[src/rtl/core/lbs_pkg.sv]
`default_nettype none

package lbs_pkg;

    localparam int MAX_BONES      = 64;
    localparam int ELEMS_PER_BONE = 12;
    localparam int JOINT_BASE     = 9;
    localparam int WORD_W         = 32;
    localparam int BONE_W         = 6;
    localparam int ELEM_W         = 4;
    localparam int WEIGHT_W       = 17;
    localparam int BONE_AW        = $clog2(MAX_BONES);
    localparam int ROW_W          = ELEMS_PER_BONE * WORD_W;

    localparam int QDEPTH = 2;
    localparam int QPTR_W = $clog2(QDEPTH);
    localparam int QCNT_W = $clog2(QDEPTH + 1);

    // queued operation codes
    localparam logic [1:0] OP_WRITE = 2'd0;
    localparam logic [1:0] OP_INFL  = 2'd1;
    localparam logic [1:0] OP_EMIT  = 2'd2;

    typedef struct packed {
        logic                       req_type;
        logic [BONE_W-1:0]          bone_index;
        logic [ELEM_W-1:0]          element_index;
        logic signed [WORD_W-1:0]   element_value;
        logic signed [WORD_W-1:0]   local_x;
        logic signed [WORD_W-1:0]   local_y;
        logic signed [WORD_W-1:0]   local_z;
        logic [WEIGHT_W-1:0]        weight;
        logic                       last_influence;
    } in_t;

    typedef struct packed {
        logic signed [WORD_W-1:0] pos_x;
        logic signed [WORD_W-1:0] pos_y;
        logic signed [WORD_W-1:0] pos_z;
    } out_t;

    typedef struct packed {
        logic [1:0]                 op;
        logic [BONE_W-1:0]          bone_index;
        logic [ELEM_W-1:0]          element_index;
        logic signed [WORD_W-1:0]   element_value;
        logic signed [WORD_W-1:0]   local_x;
        logic signed [WORD_W-1:0]   local_y;
        logic signed [WORD_W-1:0]   local_z;
        logic [WEIGHT_W-1:0]        weight;
        logic                       last_influence;
    } q_item_t;

endpackage

`default_nettype wire

[src/rtl/core/lbs_front.sv]
`default_nettype none

module lbs_front (
    input  wire logic               clk,
    input  wire logic               rst_n,
    input  wire lbs_pkg::in_t       req,
    input  wire logic               req_valid,
    output logic                    req_ready,
    output lbs_pkg::q_item_t        q_item,
    output logic                    q_valid,
    input  wire logic               q_ready
);
    import lbs_pkg::*;

    q_item_t             store_reg [QDEPTH];
    logic [QPTR_W-1:0]   wr_ptr_reg;
    logic [QPTR_W-1:0]   wr_ptr_next;
    logic [QPTR_W-1:0]   rd_ptr_reg;
    logic [QPTR_W-1:0]   rd_ptr_next;
    logic [QCNT_W-1:0]   count_reg;
    logic [QCNT_W-1:0]   count_next;

    logic    bone_ok;
    logic    elem_ok;
    logic    keep;
    logic    push;
    logic    pop;
    q_item_t item_c;

    always_comb
    begin
        bone_ok = int'(req.bone_index) < MAX_BONES;
        elem_ok = int'(req.element_index) < ELEMS_PER_BONE;
        item_c.bone_index     = req.bone_index;
        item_c.element_index  = req.element_index;
        item_c.element_value  = req.element_value;
        item_c.local_x        = req.local_x;
        item_c.local_y        = req.local_y;
        item_c.local_z        = req.local_z;
        item_c.weight         = req.weight;
        item_c.last_influence = req.last_influence;
        // ignored writes and empty influences without the end mark are dropped here
        priority if (!req.req_type)
        begin
            item_c.op = OP_WRITE;
            keep      = bone_ok && elem_ok;
        end
        else if (bone_ok)
        begin
            item_c.op = OP_INFL;
            keep      = 1'b1;
        end
        else
        begin
            item_c.op = OP_EMIT;
            keep      = req.last_influence;
        end
    end

    assign req_ready = count_reg != QCNT_W'(QDEPTH);
    assign push      = req_valid && req_ready && keep;
    assign q_valid   = count_reg != '0;
    assign pop       = q_valid && q_ready;
    assign q_item    = store_reg[rd_ptr_reg];

    always_comb
    begin
        wr_ptr_next = push ? wr_ptr_reg + QPTR_W'(1) : wr_ptr_reg;
        rd_ptr_next = pop  ? rd_ptr_reg + QPTR_W'(1) : rd_ptr_reg;
        count_next  = count_reg;
        if (push && !pop)
        begin
            count_next = count_reg + QCNT_W'(1);
        end
        else if (pop && !push)
        begin
            count_next = count_reg - QCNT_W'(1);
        end
    end

    always_ff @(posedge clk or negedge rst_n)
    begin
        if (!rst_n)
        begin
            wr_ptr_reg <= '0;
            rd_ptr_reg <= '0;
            count_reg  <= '0;
        end
        else
        begin
            wr_ptr_reg <= wr_ptr_next;
            rd_ptr_reg <= rd_ptr_next;
            count_reg  <= count_next;
        end
    end

    always_ff @(posedge clk)
    begin
        if (push)
        begin
            store_reg[wr_ptr_reg] <= item_c;
        end
    end

endmodule

`default_nettype wire

[config.mk]
export PLATFORM = sky130hd
export DESIGN_NAME = lbs_front
export DESIGN_NICKNAME = d
export VERILOG_FILES = /design/src/rtl/core/lbs_pkg.sv /design/src/rtl/core/lbs_front.sv
export SDC_FILE = /design/constraint.sdc
export NUM_CORES = 1
export LEC_CHECK = 0
export ABC_AREA = 1
export BUFFER_PORTS_ARGS = -buffer_cell sky130_fd_sc_hd__buf_2
export CORE_AREA = 4 4 177 179
export CTS_CLUSTER_SIZE = 16
export DETAILED_ROUTE_END_ITERATION = 8
export DIE_AREA = 0 0 181 183
export SETUP_SLACK_MARGIN = 0.1
export SYNTH_ARGS = -nofsm -noshare
export SYNTH_HDL_FRONTEND = slang
export SYNTH_SLANG_ARGS = --single-unit
[constraint.sdc]
create_clock -name clk -period 23 [get_ports clk]
set_input_delay 4.6 -clock clk [delete_from_list [all_inputs] [get_ports clk]]
set_output_delay 4.6 -clock clk [all_outputs]
set_load 0.02 [all_outputs]
==> key figures <==
Timing
  – Final hold violation count: 0
  – Layout Skew: 0.006615 ns
  – Slew Limit Fails: 0
  – Final Critical Period: 8.002 ns
  – Final period util: 0.3479
  – Max_slew headroom: 0.3267
  – Setup TNS: 0 ns
  – Worst-margin pin slew: 1.010 ns
  – Max Freq: 125.0 MHz
  – Worst hold margin: 0.4800 ns
  – Setup violations, final: 0
  – RSZ-0062 raised after global routing: false

Die
  – Starting Density: 0.3965
  – Total core area: 0.02956 sq mm
  – Top Ports: 321
  – Die Ht: 183 um
  – Horiz. Die Dim: 181 um
  – Num rows: 63
  – DIE AREA: 0.03312 sq mm

Flow run
  – MaxCap Viol Count: 0

Worst setup path
  – Setup crit end kind: output port
  – Max FO, Critical Path: 85
  – R2R setup slack: 20.21 ns
  – CP Launch Type: register
  – Reg-to-Reg End: rd_ptr_reg
  – WP data required: 18.40 ns
  – Critical Path AT: 3.40 ns
  – Cell depth of the worst flop-to-flop path: 3
  – Critical setup path kind: reg2out
  – Crit Reg-Reg Startpoint: rd_ptr_reg

CTS
  – TritonCTS clock tree: done
  – Cts hold-fix bufs: 0
  – Buffers from clock root to sink, at most: 3
  – Worst skew pair latency: 0.49 ns
  – Reg clk slew, reported paths: 0.06 ns
  – Clock buffer count from CTS: 35
  – H-tree depth: 2
  – Root buf cell: clkbuf_16
  – PostCTS Resize Cnt: 0
  – CTS Sinks: 318
  – Setup bufs post-CTS: 0

Min path
  – Worst hold start: wr_ptr_reg
  – Hold Path Class: reg2reg
  – WHS Endpoint: wr_ptr_reg
  – WHS Path Cells: 2

Power and ir drop
  – Power share of the clock group: 0.256
  – Register share of total power: 0.412
  – Switching share of power: 0.3701
  – Pwr dens: 137.0 mW/mm^2
  – Psw: 742.3 uW
  – Combinational share of power: 0.332
  – Lkg Pwr: 0.006256 uW
  – Pint: 1263 uW
  – Max VDD drop: 0.07603 mV

Global route
  – Global Route Usage Sum: 0.1497
  – Initial antenna violation count: 6
  – Largest net degree at the start of global routing: 158
  – First-pass GRT wire length: 39.36 mm
  – Vias in the first global route: 7293
  – GRT overflow: 0

Synth
  – Synth top area share: 0.8045
  – Most common cell in the netlist: nand2_1
  – Top post-synthesis cells by area: edfxtp_1, nand2_1, buf_6
  – Cell Area, Synth: 0.01172 sq mm
  – Syn nets: 1015
  – Synth cell count leaders: nand2_1, edfxtp_1, buf_2, buf_6
  – Mapped Cells: 853
  – Yosys warning count: 0
  – Asr flop ratio synth: 0.01258
  – Yosys reg bits: 318
  – Sequential share of the synthesized area: 0.8131
  – Dominant cell type by area after synthesis: edfxtp_1
  – Post-synth top flop: edfxtp_1
  – EDFF count, synth: 314
  – Post-synth cell types: 15
  – Syn avg cell area: 13.74 sq um

Cells and area
  – Register area: 0.009533 sq mm
  – Layout Nets: 1339
  – Layout cells sized above 1: 0.3078
  – # fillers: 2616
  – Area Overhead vs Synth: 24.92%
  – Area of the multi-input gates: 0.001874 sq mm
  – Max reg flops: 314
  – Cell Count, Final, Fillers Out: 1593

Drt
  – Initial drt markers: 454
  – Detail Route Antenna Nets: 0
  – Drt drc: 0
  – Vias per cell: 4.553
  – DR WL/cell: 16.21 um
  – DR vias: 7253
  – DRT Pass-1 Iters: 4
  – Final WL: 25.83 mm

Placement
  – Placed cells: 1530
  – Global placement routability congestion: 0.7644
  – HPWL after detailed placement: 15.99 mm
  – I/O Buffers: 319

Status
  – Status: completed
[layout make-up]
type	instances	area share
Inverter	9	0.002820
Antenna cell	1	0.0001709
Clock inverter	12	0.005982
Multi-Input combinational cell	490	0.1280
Tap cell	390	0.03333
Clock buffer	50	0.06658
Timing Repair Buffer	323	0.1120
Sequential cell	318	0.6511
[cell usage in the layout, fill, tap and decap left out]
cell type / n
nand2_1: 480
buf_2: 319
edfxtp_1: 314
clkbuf_16: 37
clkbuf_1: 13
inv_1: 7
clkinv_1: 6
nand3_1: 3
dfrtp_1: 3
buf_4: 3
nand4_1: 2
clkinv_2: 2
clkinv_4: 2
diode_2: 1
inv_4: 1
nor2_4: 1
inv_6: 1
xnor2_1: 1
xor2_1: 1
ha_1: 1
conb_1: 1
clkinvlp_4: 1
bufinv_16: 1
buf_12: 1
dfrtp_4: 1
[power groups by stage]
stage / clock (uW) / sequential (uW) / combinational [uW]
after CTS: 530 / 828 / 682
final: 514 / 826 / 666
after global routing: 556 / 839 / 736
after floorplan: 0 / 831 / 474
after detailed placement: 0 / 839 / 680
after global placement: 0 / 836 / 681
[critical path, cell delays in order (launching register included)]
cell     delay, ns
dfrtp_4       0.78
inv_4         0.78
buf_4         0.83
nand2_1       0.10
nand2_1       0.13
buf_2         0.18
[worst max-delay path by stage]
stage / slack [ns] / startpoint / to
floorplan: 10.99 / req[156] / store_reg[1][0]
global placement: 15.37 / rd_ptr_reg / q_item[63]
detailed placement: 15.40 / rd_ptr_reg / q_item[106]
CTS: 14.88 / rd_ptr_reg / q_item[106]
global route: 14.64 / rd_ptr_reg / q_item[128]
finish: 15.00 / rd_ptr_reg / q_item[126]
[stage by stage]
step	power (uW)	util	instance area (sq um)	setup slack [ns]
finish	2006	0.4953	14640	15.00
global route	2131	0.4953	14640	14.64
CTS	2039	0.4952	14640	14.88
detailed placement	1519	0.4593	13580	15.40
global placement	1517	0.4593	13580	15.37
floorplan	1305	-	11720	10.99
[kinds of logic (layout without fill, tap and decap cells)]
group,count (synthesis),after routing,share of synthesized area
other,1,2,0.0003200
buffers and inverters,45,394,0.02765
and+or+nand+nor,486,486,0.1564
DFF,318,318,0.8131
xor gates and xnor gates,2,2,0.001495
adders and majority gates,1,1,0.001067
[metal layers]
layer  global-route usage  vias to the layer above  wire [um]
met4              0.04623                       10        682
li1                     -                     3530          -
met1               0.1952                     3391      10820
met5                    0                        -         56
met3              0.05256                       57       2358
met2               0.2388                      265      11920
Note: power is estimated with default switching activity, not from simulation.
